[config.mk]
export PLATFORM = sky130hd
export DESIGN_NAME = pal_scan
export DESIGN_NICKNAME = d
export VERILOG_FILES = /design/src/hw/rtl/pal_pkg.sv /design/src/hw/rtl/pal_scan.sv
export SDC_FILE = /design/constraint.sdc
export NUM_CORES = 1
export LEC_CHECK = 0
export BUFFER_PORTS_ARGS = -buffer_cell sky130_fd_sc_hd__buf_2
export CAP_MARGIN = 20
export CORE_ASPECT_RATIO = 1.5
export CORE_MARGIN = 2
export CORE_UTILIZATION = 44
export CTS_BUF_LIST = sky130_fd_sc_hd__clkbuf_4 sky130_fd_sc_hd__clkbuf_8 sky130_fd_sc_hd__clkbuf_16
export CTS_CLUSTER_DIAMETER = 150
export DETAILED_ROUTE_END_ITERATION = 7
export GPL_TIMING_DRIVEN = 1
export PLACE_DENSITY = 0.95
export REMOVE_ABC_BUFFERS = 1
export SYNTH_ARGS = -nofsm -noshare
export SYNTH_HDL_FRONTEND = slang
export SYNTH_SLANG_ARGS = --single-unit
[constraint.sdc]
create_clock -name clk -period 6.9 [get_ports clk]
set_input_delay 0.69 -clock clk [delete_from_list [all_inputs] [get_ports clk]]
set_output_delay 0.69 -clock clk [all_outputs]
set_load 0.005 [all_outputs]
[src/hw/rtl/pal_pkg.sv]
// Package for the positional array list unit: payload structs, command and
// status codes, and the control struct shared by the top level and its cells.
// No dependencies.
package pal_pkg;

    localparam int CAPACITY_DEF = 128;
    localparam int SCAN_GROUP   = 8;

    localparam logic [1:0] CMD_FIND   = 2'd0;
    localparam logic [1:0] CMD_INSERT = 2'd1;
    localparam logic [1:0] CMD_DELETE = 2'd2;

    localparam logic [1:0] STAT_DONE      = 2'd0;
    localparam logic [1:0] STAT_NOT_FOUND = 2'd1;
    localparam logic [1:0] STAT_FULL      = 2'd2;
    localparam logic [1:0] STAT_BAD_POS   = 2'd3;

    typedef struct packed {
        logic [1:0]         command;
        logic signed [31:0] value;
        logic [7:0]         position;
    } in_item_t;

    typedef struct packed {
        logic [1:0] status;
        logic [6:0] found_index;
        logic [7:0] length;
    } out_item_t;

    typedef struct packed {
        logic load_match;
        logic ins;
        logic del;
    } cell_ctl_t;

    typedef struct packed {
        logic done;
        logic hit;
    } scan_stat_t;

endpackage

[src/hw/rtl/pal_scan.sv]
// Lowest-match search over the cell match flags, eight flags per cycle.
// Holds its result until the top level acknowledges it. Depends on pal_pkg.
module pal_scan #(
    parameter int CAPACITY = pal_pkg::CAPACITY_DEF,
    parameter int FI_W     = 7
) (
    input  logic                clk,
    input  logic                rst_n,
    input  logic                start,
    input  logic                ack,
    input  logic [CAPACITY-1:0] match,
    output pal_pkg::scan_stat_t stat,
    output logic [FI_W-1:0]     index
);

    localparam int GROUP    = pal_pkg::SCAN_GROUP;
    localparam int GRP_BITS = $clog2(GROUP);
    localparam int NGROUPS  = (CAPACITY + GROUP - 1) / GROUP;
    localparam int G_W      = FI_W - GRP_BITS;
    localparam int PAD      = NGROUPS * GROUP - CAPACITY;

    logic [NGROUPS*GROUP-1:0] match_pad;
    logic [GROUP-1:0]         slice;
    logic                     grp_hit;
    logic [GRP_BITS-1:0]      enc;

    logic                run_reg, run_next;
    logic                done_reg, done_next;
    logic                hit_reg, hit_next;
    logic [G_W-1:0]      group_reg, group_next;
    logic [FI_W-1:0]     index_reg, index_next;

    generate
        if (PAD > 0)
        begin : g_pad
            assign match_pad = {{PAD{1'b0}}, match};
        end
        else
        begin : g_nopad
            assign match_pad = match;
        end
    endgenerate

    assign slice = match_pad[group_reg*GROUP +: GROUP];

    always_comb
    begin
        grp_hit = 1'b0;
        enc     = '0;
        for (int b = GROUP - 1; b >= 0; b--)
        begin
            if (slice[b])
            begin
                grp_hit = 1'b1;
                enc     = GRP_BITS'(b);
            end
        end
    end

    always_comb
    begin
        run_next   = run_reg;
        done_next  = done_reg;
        hit_next   = hit_reg;
        group_next = group_reg;
        index_next = index_reg;
        if (start)
        begin
            run_next   = 1'b1;
            done_next  = 1'b0;
            group_next = '0;
        end
        else if (run_reg)
        begin
            if (grp_hit)
            begin
                run_next   = 1'b0;
                done_next  = 1'b1;
                hit_next   = 1'b1;
                index_next = {group_reg, enc};
            end
            else if (group_reg == G_W'(NGROUPS - 1))
            begin
                run_next   = 1'b0;
                done_next  = 1'b1;
                hit_next   = 1'b0;
                index_next = '0;
            end
            else
            begin
                group_next = group_reg + G_W'(1);
            end
        end
        else if (ack)
        begin
            done_next = 1'b0;
        end
    end

    always_ff @(posedge clk or negedge rst_n)
    begin
        if (!rst_n)
        begin
            run_reg   <= 1'b0;
            done_reg  <= 1'b0;
            hit_reg   <= 1'b0;
            group_reg <= '0;
        end
        else
        begin
            run_reg   <= run_next;
            done_reg  <= done_next;
            hit_reg   <= hit_next;
            group_reg <= group_next;
        end
    end

    always_ff @(posedge clk)
    begin
        index_reg <= index_next;
    end

    assign stat.done = done_reg;
    assign stat.hit  = hit_reg;
    assign index     = index_reg;

endmodule

[Word level (Yosys, flattened, before mapping)]
Cells that the tools add are included.
Cells by class
  add/subtract/negate cells: 1
  multipliers: 0
  div/mod/pow operators: 0
  magnitude comparators: 0
  equal/unequal tests: 4
  shift-type cells: 1
  muxes and demuxes: 33
  bitwise gates (word level): 1
  reductions and logical operators: 6
Operators by type and width (number)
  128-bit by 8-bit variable part select with 8-bit output: 1
  3-bit two-way mux: 8
  1-bit two-way mux: 19
  4-bit two-way mux: 4
  7-bit two-way mux: 2
  3-bit AND reduction: 2
  4-bit by 1-bit adder with 4-bit output, second input constant: 1
  4-bit == test, second input constant: 1
  2-bit inequality test, second input constant: 2
  4-bit by 3-bit inequality test with 1-bit output, second input constant: 1
  2-bit nonzero test: 2
  3-bit nonzero test: 1
  2-bit AND reduction: 1
  1-bit NOT: 1
Storage, ports and cells
  bits in registers: 14
  latch bits: 0
  bits in writable memories: 0
  memory bits (read-only): 0
  input bits: 132
  output and inout port bits: 9
  logic and storage cells: 51
  memories: 0

[Longest topological paths before layout]
  word-level depth: 12
  depth in mapped cells: 10
  gate-level depth less buffers: 6

[Worst setup path after synthesis]
No wires, ideal clock.
  path kind: input -> register
  from: in match[78]
  to: reg index_reg[0], in the netlist index[0] (enable)
  setup time: 0.294 ns
  data arrival time: 2.356 ns
  required time: 6.606 ns
  setup slack: 4.250 ns
  cell stages on the path: 7
  buffers on the path: 1
  cell sequence: mux4_1 -> a22o_1 -> nor2_1 -> nor4b_4 -> and2_2 -> buf_2 -> a21oi_1
Between the ends
  cells in the longest elaborated chain, start to end: 10
RTL lines
  start: declaration: line pal_scan.sv:11  | input logic [CAPACITY-1:0] match,
  128-bit by 8-bit variable part select with 8-bit output: line pal_scan.sv:44  | assign slice = match_pad[group_reg*GROUP +: GROUP];
  1-bit two-way mux (7 in a row): line pal_scan.sv:52  | if (slice[b])
  2-bit nonzero test (no source line)
  3-bit AND reduction (no source line)
  end signal: assignment: line pal_scan.sv:120  | index_reg <= index_next;
  end: declaration: line pal_scan.sv:31  | logic [FI_W-1:0] index_reg, index_next;
No other way between the ends.
A chain may end at the register's enable or synchronous reset.

[Worst setup path in the final report]
  from: reg group_reg[0]
  to: reg index_reg[1], in the netlist index[1] (enable)
Between the ends
  cells in the longest elaborated chain, start to end: 11
RTL lines
  start: declaration: line pal_scan.sv:30  | logic [G_W-1:0] group_reg, group_next;
  start signal: assignment: line pal_scan.sv:114  | group_reg <= group_next;
  128-bit by 8-bit variable part select with 8-bit output: line pal_scan.sv:44
  1-bit two-way mux (8 in a row): line pal_scan.sv:52
  2-bit nonzero test (no source line) *
  3-bit AND reduction (no source line) *
Every way passes the cells marked *; elsewhere a longest branch is shown, timed or not.

==> run metrics <==
adder-cell share of the synthesized area=0.681%; Final Setup Violations=0; max reg flops=7; Worst EP arrival=3180 ps; reg-to-reg slack, setup=between 3000 and 4000 ps; Num CTS Buffers=3; RSZ-0062 raised after global routing=false; minimum clock period=3240 ps; Yosys warnings=0; hold_buf cts=0; DRC=0; total wire length after detailed routing=5.38 mm; first-pass GRT wire length=around 8.6 mm; EDFF count, synth=7; Least-Margin Pin Slew=885 ps; # IOs=141; H-tree levels=1; Setup crit end=index[1]$_SDFFCE_PP0P_; row count=28; Tot Pwr=~230 uW; Pleak=around 0.0012 uW; Final Hold Vio Count=0; Synth Area in Simple Gates=15.3%; CTS tree=built; GRT Total Usage=about 23%; n_diodes=0; Final period util=between 40 and 50%; wire length per cell=17.0 microns; GRT met1 Usage=24.6%; post_cts resized=0; Vias/cell=just under 6; MaxCap Viol Count=0; placed cell area=0.00246 sq mm; Placeable Area=0.00399 sq mm; Rel. slew slack=roughly 41%; Synth-to-Final Area Change=39.0%; Max Freq=0.309 GHz; top_reg_cell synth=edfxtp_1; Post-CTS Setup Inserts=0; initial antenna violation count=0; Worst Hold Class=in2async; mux contribution to synthesized area=about 44%; Yosys top cell by area=mux4_2; Chip Height=83.1 microns; # clock sinks=14; Worst setup SP type=flop; via count=1,824; clock transition at the registers of the reported paths=50 ps; maximum vdd drop=around 150 uV; Crit Path Max Fanout=37; main combinational cell family by area after synthesis=multiplexers; Worst Setup SP=group_reg[0]$_DFFE_PN0P_; met3 Usage GRT=about 3.0%; GRT Max-Usage Layer=met2; grt total ovfl=0; RePlAce Congestion=0.833; Clock Tree Buf Depth=2; Compound-Gate Fraction of Synth Area=~11%; Worst Path Required=around 6800 ps; Pwr Density=91.7 mW/mm^2; capturing point of the worst reg2reg path=index[1]$_SDFFCE_PP0P_; setup_tns=0 ps; endpoint class of the critical path=flop; IO Port Bufs=140; status=completed; die width=about 57 microns; Seq cells post-synth=14; drt pass-1 iters=4; Root Buffer=clkbuf_8; nets=405; top cells by count, synth=21 x mux4_2, 11 x mux4_1, 8 x a22oi_1, 8 x nor2b_1; effective utilization at floorplan=46.0%; final instance area=between 0.002 and 0.003 sq mm; cell area after synthesis=0.00184 sq mm; Fillers=354; most common cell in the netlist=mux4_2; Synth area leaders=mux4_2 26%, mux4_1 16%, edfxtp_1 11%, dfrtp_1 9.5%, a22oi_1 3.3%; reg2reg start=group_reg[0]$_DFFE_PN0P_; die area=0.00472 sq mm; post-synthesis async set-or-reset flop share=50.0%; skew final=1.73 ps; DP HPWL=4.48 mm; Synth Area in XOR/XNOR=0%; layout cells sized above 1=64.6%; Post-Synthesis Cells=142; latest clock arrival within the worst-skew pair=240 ps; Reg2Reg Depth=6; largest net degree at the start of global routing=38; end-of-flow core utilization=63.9%; initial DRC count=42; synth unique cells=42; post-synthesis sequential area ratio=21.0%; CP Class=reg2reg; met2 GRT Util=44.2%; number of global-route vias before repair=1,952; post-route ant nets=0; max-slew violations=0; Syn Area/Cell=~13 sq um; Yosys top cell area share=roughly a quarter
[how the worst min path moves through the flow]
stage / endpoint / slack [ps]
floorplan: done_reg$_DFFE_PN0P_ / 390
global placement: run_reg$_DFF_PN0_ / 520
detailed placement: run_reg$_DFF_PN0_ / 520
CTS: group_reg[1]$_DFFE_PN0P_ / 260
global route: group_reg[2]$_DFFE_PN0P_ / 270
finish: group_reg[3]$_DFFE_PN0P_ / 260
[where the power goes]
group | total, uW | switching (uW) | internal [uW]
Sequential | 91.0 | 1.28 | 89.7
Clock | 78.0 | 27.5 | 50.5
Combinational | 65.3 | 21.6 | 43.6
[per-stage QoR]
stage          cells  hold WS [ps]  setup slack (ps)
6_report         316           262              3660
5_1_grt          316           268              3420
3_3_place_gp     310           522              3750
2_1_floorplan    125           394              3620
3_5_place_dp     310           524              3600
4_1_cts          314           258              3560
[worst max-delay path, stage by stage (launching register included)]
cell     delay, ps
dfrtp_2        940
mux4_1         650
a22o_1         250
nor2_1         200
nor4b_4        350
and2_2         300
a21oi_1        230
[area by class of cell]
cell class | instances | area [sq um] | share of cell area (%)
multi-input combinational | 109 | 1310 | 51.1
timing repair buffer | 142 | 743 | 29.1
sequential | 14 | 387 | 15.1
tap | 45 | 56.3 | 2.20
clock buffer | 4 | 55.1 | 2.16
inverter | 2 | 7.51 | 0.294
[cells in the final DEF (no fill, tap or decap), drive strengths merged, types with 2 or more instances in the layout]
cell type    n
a211oi       6
mux4        32
buf        142
a41oi        2
a22oi        8
mux2i        3
a21oi        2
and3         2
edfxtp       7
nor4b        2
nand2b       4
and2         2
and2b        3
dfrtp        7
nand2        6
clkbuf       4
nor2         6
inv          2
nand3        6
nor2b        8
a22o         3
o21ai        4
[cell families after synthesis]
kind of cell | after synthesis
AND/OR/NAND/NOR | 44
multiplexers | 36
AO/OA/AOI/OAI | 28
buffers and inverters | 19
flip-flops | 14
adder cells (fa/ha/maj) | 1
[layer usage]
layer / vias up / routed length, microns
met1: 859 / 1690
met2: 95 / 3220
li1: 860 / -
met5: - / 0
met3: 10 / 358
met4: 0 / 106
Note: power is estimated with default switching activity, not from simulation.
