### src/hw/rtl/pal_pkg.sv
// Package for the positional array list unit: payload structs, command and
// status codes, and the control struct shared by the top level and its cells.
// No dependencies.
package pal_pkg;

    localparam int CAPACITY_DEF = 128;
    localparam int SCAN_GROUP   = 8;

    localparam logic [1:0] CMD_FIND   = 2'd0;
    localparam logic [1:0] CMD_INSERT = 2'd1;
    localparam logic [1:0] CMD_DELETE = 2'd2;

    localparam logic [1:0] STAT_DONE      = 2'd0;
    localparam logic [1:0] STAT_NOT_FOUND = 2'd1;
    localparam logic [1:0] STAT_FULL      = 2'd2;
    localparam logic [1:0] STAT_BAD_POS   = 2'd3;

    typedef struct packed {
        logic [1:0]         command;
        logic signed [31:0] value;
        logic [7:0]         position;
    } in_item_t;

    typedef struct packed {
        logic [1:0] status;
        logic [6:0] found_index;
        logic [7:0] length;
    } out_item_t;

    typedef struct packed {
        logic load_match;
        logic ins;
        logic del;
    } cell_ctl_t;

    typedef struct packed {
        logic done;
        logic hit;
    } scan_stat_t;

endpackage

### src/hw/rtl/pal_cell.sv
// One cell of the list chain: holds a single entry and its match flag.
// Shifts toward higher or lower neighbors on insert and delete.
// Depends on pal_pkg.
module pal_cell #(
    parameter int INDEX = 0,
    parameter int CNT_W = 8,
    parameter int CMP_W = 9
) (
    input  logic               clk,
    input  logic               rst_n,
    input  pal_pkg::cell_ctl_t ctl,
    input  logic [CMP_W-1:0]   pos_m1,
    input  logic [CNT_W-1:0]   count,
    input  logic [31:0]        value,
    input  logic [31:0]        left,
    input  logic [31:0]        right,
    input  logic               last,
    output logic [31:0]        entry,
    output logic               match
);

    logic [31:0] entry_reg;
    logic [31:0] entry_next;
    logic        match_reg;
    logic        match_next;
    logic [CMP_W-1:0] my_idx;

    assign my_idx = CMP_W'(INDEX);

    always_comb
    begin
        entry_next = entry_reg;
        if (ctl.ins)
        begin
            if (my_idx == pos_m1)
            begin
                entry_next = value;
            end
            else if (my_idx > pos_m1)
            begin
                entry_next = left;
            end
        end
        else if (ctl.del)
        begin
            if (my_idx >= pos_m1 && !last)
            begin
                entry_next = right;
            end
        end
    end

    always_comb
    begin
        match_next = match_reg;
        if (ctl.load_match)
        begin
            match_next = (entry_reg == value) && (CNT_W'(INDEX) < count);
        end
    end

    always_ff @(posedge clk)
    begin
        entry_reg <= entry_next;
    end

    always_ff @(posedge clk or negedge rst_n)
    begin
        if (!rst_n)
        begin
            match_reg <= 1'b0;
        end
        else
        begin
            match_reg <= match_next;
        end
    end

    assign entry = entry_reg;
    assign match = match_reg;

endmodule

### config.mk
export PLATFORM = sky130hd
export DESIGN_NAME = pal_cell
export DESIGN_NICKNAME = d
export VERILOG_FILES = /design/src/hw/rtl/pal_pkg.sv /design/src/hw/rtl/pal_cell.sv
export SDC_FILE = /design/constraint.sdc
export NUM_CORES = 1
export LEC_CHECK = 0
export ABC_AREA = 1
export BUFFER_PORTS_ARGS = -buffer_cell sky130_fd_sc_hd__buf_2
export CELL_PAD_IN_SITES_DETAIL_PLACEMENT = 0
export CELL_PAD_IN_SITES_GLOBAL_PLACEMENT = 1
export CORE_ASPECT_RATIO = 2
export CORE_UTILIZATION = 33
export CTS_CLUSTER_DIAMETER = 200
export CTS_CLUSTER_SIZE = 12
export DETAILED_ROUTE_END_ITERATION = 10
export PLACE_DENSITY_LB_ADDON = 0.15
export SYNTH_ARGS = -nofsm -noshare
export SYNTH_HDL_FRONTEND = slang
export SYNTH_SLANG_ARGS = --single-unit
### constraint.sdc
create_clock -name clk -period 3.1 [get_ports clk]
set_input_delay 0.465 -clock clk [delete_from_list [all_inputs] [get_ports clk]]
set_output_delay 0.465 -clock clk [all_outputs]
set_load 0.01 [all_outputs]
* Word-level counts from Yosys, hierarchy flattened
Cells that the tools add are included.
Word-level totals: memories kept 0, word-level logic and storage cells 19, memory bits (read-only) 0, input port bits 119, flip-flop bits (word level) 33, memory bits (writable) 0, output and inout bits 33, latch bits 0
Cells by class: $mul 0, divide/modulo/power cells 0, add/sub/neg operators 0, equal/unequal tests 2, bitwise logic cells 0, shift operators 0, magnitude comparators 3, mux-type cells 5, reductions and logical operators 7
Operators with widths (count):
- two-way mux 32 bit | 5
- == test 32 bit | 1
- greater-or-equal comparator 1 x 9 -> 1 bit, first input constant | 1
- greater-than comparator 1 x 9 -> 1 bit, first input constant | 1
- logical NOT 9 bit | 1
- < comparator 1 x 8 -> 1 bit, first input constant | 1
- nonzero test 2 bit | 2
- != test 3 x 1 -> 1 bit, second input constant | 1
- AND reduction 3 bit | 1
- logical AND 1 bit | 2
- logical NOT 1 bit | 1

* Depth between registers and ports, before layout
Gate-level depths: netlist of run 1.
word-level depth 5, mapped depth 10, gate-level depth less buffers 10

* Least setup slack after synthesis of run 1
No wires, ideal clock.
path kind input to register, start input port pos_m1[8], end register entry_reg[0] (netlist: entry[0]) (enable), path slack 0.229 ns, setup time 0.421 ns, stages 6, arrival time 2.451 ns, data required time 2.679 ns, cells stage by stage nor2_1 nand2_1 nor2_8 inv_6 buf_12 nor2_1
Between the ends: cells in the longest elaborated chain, start to end 4, elaborated cells between the ends (all ways) 7, those cells by class order compare (2); eq/ne (1); reduce/logical (4)
RTL lines:
- start, declared | line pal_cell.sv:12 | input logic [CMP_W-1:0] pos_m1,
- greater-or-equal comparator 1 x 9 -> 1 bit | line pal_cell.sv:46 | if (my_idx >= pos_m1 && !last)
- logical AND 1 bit | line pal_cell.sv:46
- nonzero test 2 bit (no line)
- AND reduction 3 bit (no line) *
- end signal, assigned | line pal_cell.sv:64 | entry_reg <= entry_next;
- end, declared | line pal_cell.sv:22 | logic [31:0] entry_reg;
Mark *: on every way between the ends. The rest lies on a longest branch, timed or not. A chain may end at the register's enable or synchronous reset.

* Worst setup path after layout of run 1
start input port pos_m1[8], end register entry_reg[11] (netlist: entry[11]) (enable)
The elaborated chain is that of the path after synthesis.

==> results by group, run 1 <==
Status
  – Status: finished, final reports clean

Place
  – Port buffer count: 151
  – DP Wirelength: 6.11 mm
  – GP Congestion: 0.753

STA
  – Least-Margin Pin Slew: 1.16 ns
  – Slew Viols, Final: 0
  – Worst Skew: 0.00143 ns
  – Final Hold Vio Count: 0
  – Fin crit share: 0.593
  – Unrepaired setup endpoints after global routing: false
  – Tmin final: 1.84 ns
  – Slew headroom: 0.227
  – Achievable clock frequency: 544 MHz
  – Setup violations, final: 0
  – Fin Setup TNS: 0 ns

Layout
  – Filler Cell Count: 820
  – Share of cells above drive strength 1: 0.476
  – Synth-to-Final Area Change: 36.0%
  – Final net count: 591
  – Max reg flops: 32
  – Register Area: 986 um^2
  – # diodes: 0
  – Multi-input gate area: 1400 um^2
  – Commonest non-fill, non-tap cell in the layout: buf_2
  – Commonest cells after routing, fill and taps aside: buf_2, nand2_1, inv_1

Floorplan
  – Io pins: 152
  – DIE AREA: 8390 um^2
  – Die Y: 129 um
  – FP Rows: 45
  – Initial Util: 0.345
  – Die W: 65.3 um
  – Core footprint: 7660 um^2

Clock network
  – CTS H-tree depth: 2
  – CTS Sinks: 33
  – CTS tree: yes
  – Clock Latency Late Sink: 0.27 ns
  – Root buf cell: clkbuf_16
  – Clk buf depth: 2
  – TritonCTS buffer count: 5
  – Clk slew on worst S/H paths: 0.05 ns

Route
  – 1st-iter DRT viols: 68
  – Routed vias/inst: 4.51
  – Drt drc: 0
  – Detailed-route via count: 2558
  – WL/cell: 13.7 um
  – Final antenna-violating net count: 0
  – Pre-antenna DRT Iters: 4
  – Final Routed Wirelength: 7.78 mm

Worst setup path
  – Largest fanout on the critical path: 19
  – R2r setup slk: 1.77 ns
  – CP Data Arrival Time: 1.82 ns
  – Worst path required time: 3.08 ns
  – Slowest stage delay, CP: 0.48 ns
  – Critical path cell sequence: buf_2, nor2_1, nand2_1, nor2_8, inv_6, nor2_4, buf_4
  – Startpoint type of the worst setup path: primary input
  – Worst R2R Start: entry[13]
  – R2r worst-path depth: 9
  – WS Path Type: primary input to register
  – Reg-to-Reg End: match
  – Slowest cell on crit path: nor2_4
  – Crit end category: register

Logic synthesis
  – FF+latch count, synth: 33
  – Count of cell types in the netlist: 23
  – Syn_nets: 439
  – Synth Cell Area: 2640 um^2
  – Syn Area/Cell: 8.26 um^2
  – Post-synthesis sequential area ratio: 0.373
  – Post-Syn Instances: 320
  – Synth warn: 0

Global routing
  – Gr ovfl total: 0
  – Vias in the first global route: 2653
  – First-pass GRT wire length: 12.4 mm
  – Initial antenna violation count: 0
  – Gr usage total: 0.198
  – Largest net degree at the start of global routing: 33

Worst hold path
  – Hold path startpoint: ctl[2]
  – Worst Hold Class: primary input to register
  – Hold depth: 4
  – Worst Hold Path EP: match

Power
  – Pwr dens: 323 nW/um^2
  – Tot Pwr: 1.16 mW
  – VDD IR-drop max: 235 uV
  – Leakage power: 1.70 nW

Job
  – Maxcap violations: 0
logic make-up after synthesis:
group | synth area share
and+or+nand+nor | 0.326
AOI/OAI and AO/OA | 0.160
DFF | 0.373
xor gates and xnor gates | 0.0398
buffers and inverters | 0.101
layout make-up:
| cell class | instances | share of cell area |
|---|---|---|
| repair buffers | 157 | 0.223 |
| clock buffers | 6 | 0.0359 |
| inverters | 39 | 0.0421 |
| well taps | 94 | 0.0327 |
| multi-input cells | 236 | 0.389 |
| clock inverters | 2 | 0.00278 |
| flip-flops and latches | 33 | 0.274 |
synthesized netlist by cell type:
library cell / n / area (um^2)
nand2_1: 87 / 327
inv_1: 38 / 143
o21ai_1: 36 / 180
edfxtp_1: 32 / 961
nor2_4: 29 / 327
nor2_1: 27 / 101
o21ai_2: 24 / 210
xnor2_1: 12 / 105
clkbuf_1: 5 / 18.8
nand4_1: 5 / 31.3
o21ai_0: 4 / 20.0
buf_12: 3 / 60.1
buf_6: 3 / 33.8
nand3_1: 3 / 15.0
or2_2: 3 / 18.8
nor2_2: 2 / 12.5
a21oi_1: 1 / 5.00
buf_1: 1 / 3.75
dfrtp_1: 1 / 25.0
inv_6: 1 / 8.76
nand3_2: 1 / 10.0
nor2_8: 1 / 20.0
o211ai_1: 1 / 7.51
critical path, delay by kind of cell:
kind	cells	cell delay, ns
and+or+nand+nor	4	0.85
buffers and inverters	3	0.49
how the worst max path moves through the flow:
| stage | cells past startpoint | from | endpoint | slack [ns] |
|---|---|---|---|---|
| finish | 7 | pos_m1[8] | entry[11] | 1.26 |
| global placement | 7 | pos_m1[8] | entry[11] | 0.96 |
| CTS | 7 | pos_m1[8] | entry[11] | 1.22 |
| detailed placement | 7 | pos_m1[8] | entry[11] | 0.92 |
| global route | 7 | pos_m1[8] | entry[11] | 1.11 |
| floorplan | 6 | pos_m1[8] | entry[0] | 0.23 |
through the flow:
step / utilization / area, um^2 / setup slack, ns / hold slack, ns / cells
floorplan: - / 2640 / 0.229 / 0.169 / 320
global placement: 0.450 / 3450 / 0.963 / 0.245 / 558
detailed placement: 0.450 / 3450 / 0.920 / 0.244 / 558
CTS: 0.469 / 3590 / 1.22 / 0.447 / 567
global route: 0.469 / 3590 / 1.11 / 0.457 / 567
finish: 0.469 / 3590 / 1.26 / 0.452 / 567
where the power goes:
part | leakage (nW) | switching [mW] | internal, mW
registers | 0.292 | 0.000431 | 0.494
logic | 1.33 | 0.103 | 0.0966
clock network | 0.0706 | 0.174 | 0.294
total | 1.70 | 0.278 | 0.885
layer usage:
metal,wire length (um),share of wire,GRT usage,up-vias
met4,85,0.011,0.0537,0
li1,-,-,-,1337
met5,0,0,0,-
met3,321,0.041,0.0248,5
met2,4490,0.58,0.389,93
met1,2880,0.37,0.213,1123
repair_timing:
action                    CTS  global route
hold endpoints to repair    1             0
hold buffers                1             0
setup buffers               0             0
resized for setup           0             0
Note: power is estimated with default switching activity, not from simulation.
==> run 2: changes to the inputs <==
--- a/config.mk
+++ b/config.mk
@@ -5,12 +5,12 @@
 export SDC_FILE = /design/constraint.sdc
 export NUM_CORES = 1
 export LEC_CHECK = 0
-export ABC_AREA = 1
+export ABC_AREA = 0
 export BUFFER_PORTS_ARGS = -buffer_cell sky130_fd_sc_hd__buf_2
 export CELL_PAD_IN_SITES_DETAIL_PLACEMENT = 0
 export CELL_PAD_IN_SITES_GLOBAL_PLACEMENT = 1
 export CORE_ASPECT_RATIO = 2
-export CORE_UTILIZATION = 33
+export CORE_UTILIZATION = 29
 export CTS_CLUSTER_DIAMETER = 200
 export CTS_CLUSTER_SIZE = 12
 export DETAILED_ROUTE_END_ITERATION = 10
==> constraint.sdc (replaced) <==
create_clock -name clk -period 1.7 [get_ports clk]
set_input_delay 0.255 -clock clk [delete_from_list [all_inputs] [get_ports clk]]
set_output_delay 0.255 -clock clk [all_outputs]
set_load 0.01 [all_outputs]
==> results by group, run 2 <==
Logic synthesis
  – Syn Area/Cell: 10.7 um^2
  – Post-synthesis sequential area ratio: 0.477
  – Synth async-reset ratio: 0.0303
  – Synth area leaders: edfxtp_1, mux2i_1, xor2_1
  – Post-synth EDFFs: 32
  – Commonest cells in the netlist: nor2_1, a21oi_1, edfxtp_1, mux2i_1, xor2_1
  – Synth Cell Area: 2070 um^2
  – Most common cell in the netlist: nor2_1
  – Synth warn: 0
  – Largest area contributor in the netlist: edfxtp_1
  – Syn_nets: 313
  – FF+latch count, synth: 33
  – Count of cell types in the netlist: 20
  – Synth top area share: 0.465
  – Post-Syn Instances: 194
  – Synth Flop Type: edfxtp_1

Worst hold path
  – Worst Hold Path EP: match
  – Hold path startpoint: ctl[2]
  – Hold depth: 3
  – Worst Hold Class: primary input to register

Status
  – Status: finished, final reports clean

Clock network
  – CTS tree: yes
  – CTS H-tree depth: 2
  – Clock Latency Late Sink: 0.27 ns
  – Postcts setup bufs: 0
  – Root buf cell: clkbuf_16
  – Clk buf depth: 2
  – CTS Sinks: 33
  – Clk slew on worst S/H paths: 0.05 ns
  – TritonCTS buffer count: 5

Floorplan
  – Die Y: 121 um
  – DIE AREA: 7490 um^2
  – Io pins: 152
  – FP Rows: 43
  – Initial Util: 0.300
  – Core footprint: 6890 um^2
  – Die W: 61.7 um

Layout
  – Share of cells above drive strength 1: 0.484
  – Final std cells w/o fill: 443
  – # diodes: 0
  – Max reg flops: 32
  – Final net count: 471
  – Layout Utilization: 0.460
  – Filler Cell Count: 743
  – Commonest cells after routing, fill and taps aside: buf_2, nor2_1, a21oi_1
  – Synth-to-Final Area Change: 53.3%
  – Commonest non-fill, non-tap cell in the layout: buf_2

Route
  – Pre-antenna DRT Iters: 3
  – 1st-iter DRT viols: 35
  – Detailed-route via count: 2029
  – Routed vias/inst: 4.58
  – Drt drc: 0
  – WL/cell: 13.9 um
  – Final antenna-violating net count: 0
  – Final Routed Wirelength: 6.16 mm

STA
  – Final Hold Vio Count: 0
  – Tmin final: 1.59 ns
  – Final worst setup slack: 0.110 ns
  – Least-Margin Pin Slew: 0.465 ns
  – Min Hold Slack: 0.257 ns
  – Slew headroom: 0.687
  – Achievable clock frequency: 629 MHz
  – Setup violations, final: 0
  – Fin crit share: 0.935
  – Worst Skew: 0.00163 ns
  – Slew Viols, Final: 0
  – Unrepaired setup endpoints after global routing: false

Worst setup path
  – R2r worst-path depth: 5
  – Worst R2R Start: entry[1]
  – Startpoint type of the worst setup path: register
  – Crit end category: register
  – CP Data Arrival Time: 1.77 ns
  – WS Path Type: register to register
  – Reg-to-Reg End: match
  – R2r setup slk: 0.11 ns
  – Largest fanout on the critical path: 2
  – Worst path required time: 1.88 ns

Power
  – Pwr dens: 651 nW/um^2
  – Leakage power: 1.64 nW
  – VDD IR-drop max: 451 uV

Job
  – Maxcap violations: 0

Place
  – Port buffer count: 151
  – Placed cell count: 434
  – Dpl ws: -0.0367 ns
  – GP Congestion: 0.736
  – DP Wirelength: 5.02 mm

Global routing
  – Initial antenna violation count: 0
  – First-pass GRT wire length: 8.92 mm
  – Largest net degree at the start of global routing: 31
  – Gr ovfl total: 0
  – Gr usage total: 0.167
  – Vias in the first global route: 1951
run 2: cell count changes after synthesis, moves of 4 or more:
| cell | delta |
|---|---|
| nand2_1 | -86 |
| o21ai_1 | -36 |
| a21oi_1 | +32 |
| nor2_1 | +7 |
| xor2_1 | +31 |
| o21ai_2 | -24 |
| nor4_1 | +9 |
| nor2_4 | -29 |
| xnor2_1 | -11 |
| mux2i_1 | +32 |
| inv_1 | -37 |
| o21ai_0 | -4 |
run 2: worst max-delay path: stages (launching register included):
cell	delay, ns
edfxtp_1	0.40
xor2_1	0.16
nor4_1	0.38
buf_4	0.18
nand4_1	0.11
o31ai_1	0.27
run 2: area by class of cell:
type,count,area (um^2),share of cell area
Inverter,1,3.75,0.00118
Tap cell,90,113,0.0355
Timing Repair Buffer,161,871,0.275
Clock buffer,8,136,0.0430
Multi-Input combinational cell,150,1060,0.334
Sequential cell,33,986,0.311
run 2: worst max path at each step:
stage	cells after the start	startpoint	slack, ns	endpoint
finish	5	entry[1]	0.11	match
global route	5	entry[12]	0.009	match
CTS	5	entry[2]	0.01	match
detailed placement	5	entry[8]	-0.04	match
global placement	5	entry[8]	-0.008	match
floorplan	4	pos_m1[4]	-0.09	entry[0]
run 2: power breakdown:
group	switching, mW	internal (mW)	total, mW
clock network	0.315	0.544	0.859
logic	0.137	0.167	0.304
registers	0.000700	0.900	0.901
total	0.452	1.61	2.06
run 2: cell families after synthesis:
family          share of synthesized area
simple gates                        0.118
compound gates                     0.0835
flops                               0.477
xor+xnor                            0.136
mux                                 0.155
buf+inv                            0.0309
run 2: stage by stage:
step / cell area (um^2) / power [mW] / setup TNS [ns]
floorplan: 2100 / 1.04 / -2.74
global route: 3170 / 2.15 / 0
CTS: 3160 / 2.10 / 0
global placement: 3010 / 1.22 / -0.00823
finish: 3170 / 2.06 / 0
detailed placement: 3010 / 1.22 / -0.0367
run 2: metal layers:
layer	vias to the layer above	global-route usage	share of wire
li1	1028	-	-
met4	0	0.0583	0.014
met3	6	0.0405	0.067
met5	-	0	0
met1	908	0.162	0.34
met2	87	0.319	0.58
run 2: what timing repair did:
item,4_1_cts,5_1_grt
hold buffers,1,0
gates resized for setup,1,1
endpoints found under the setup margin,1,1
endpoints found under the hold margin,1,0
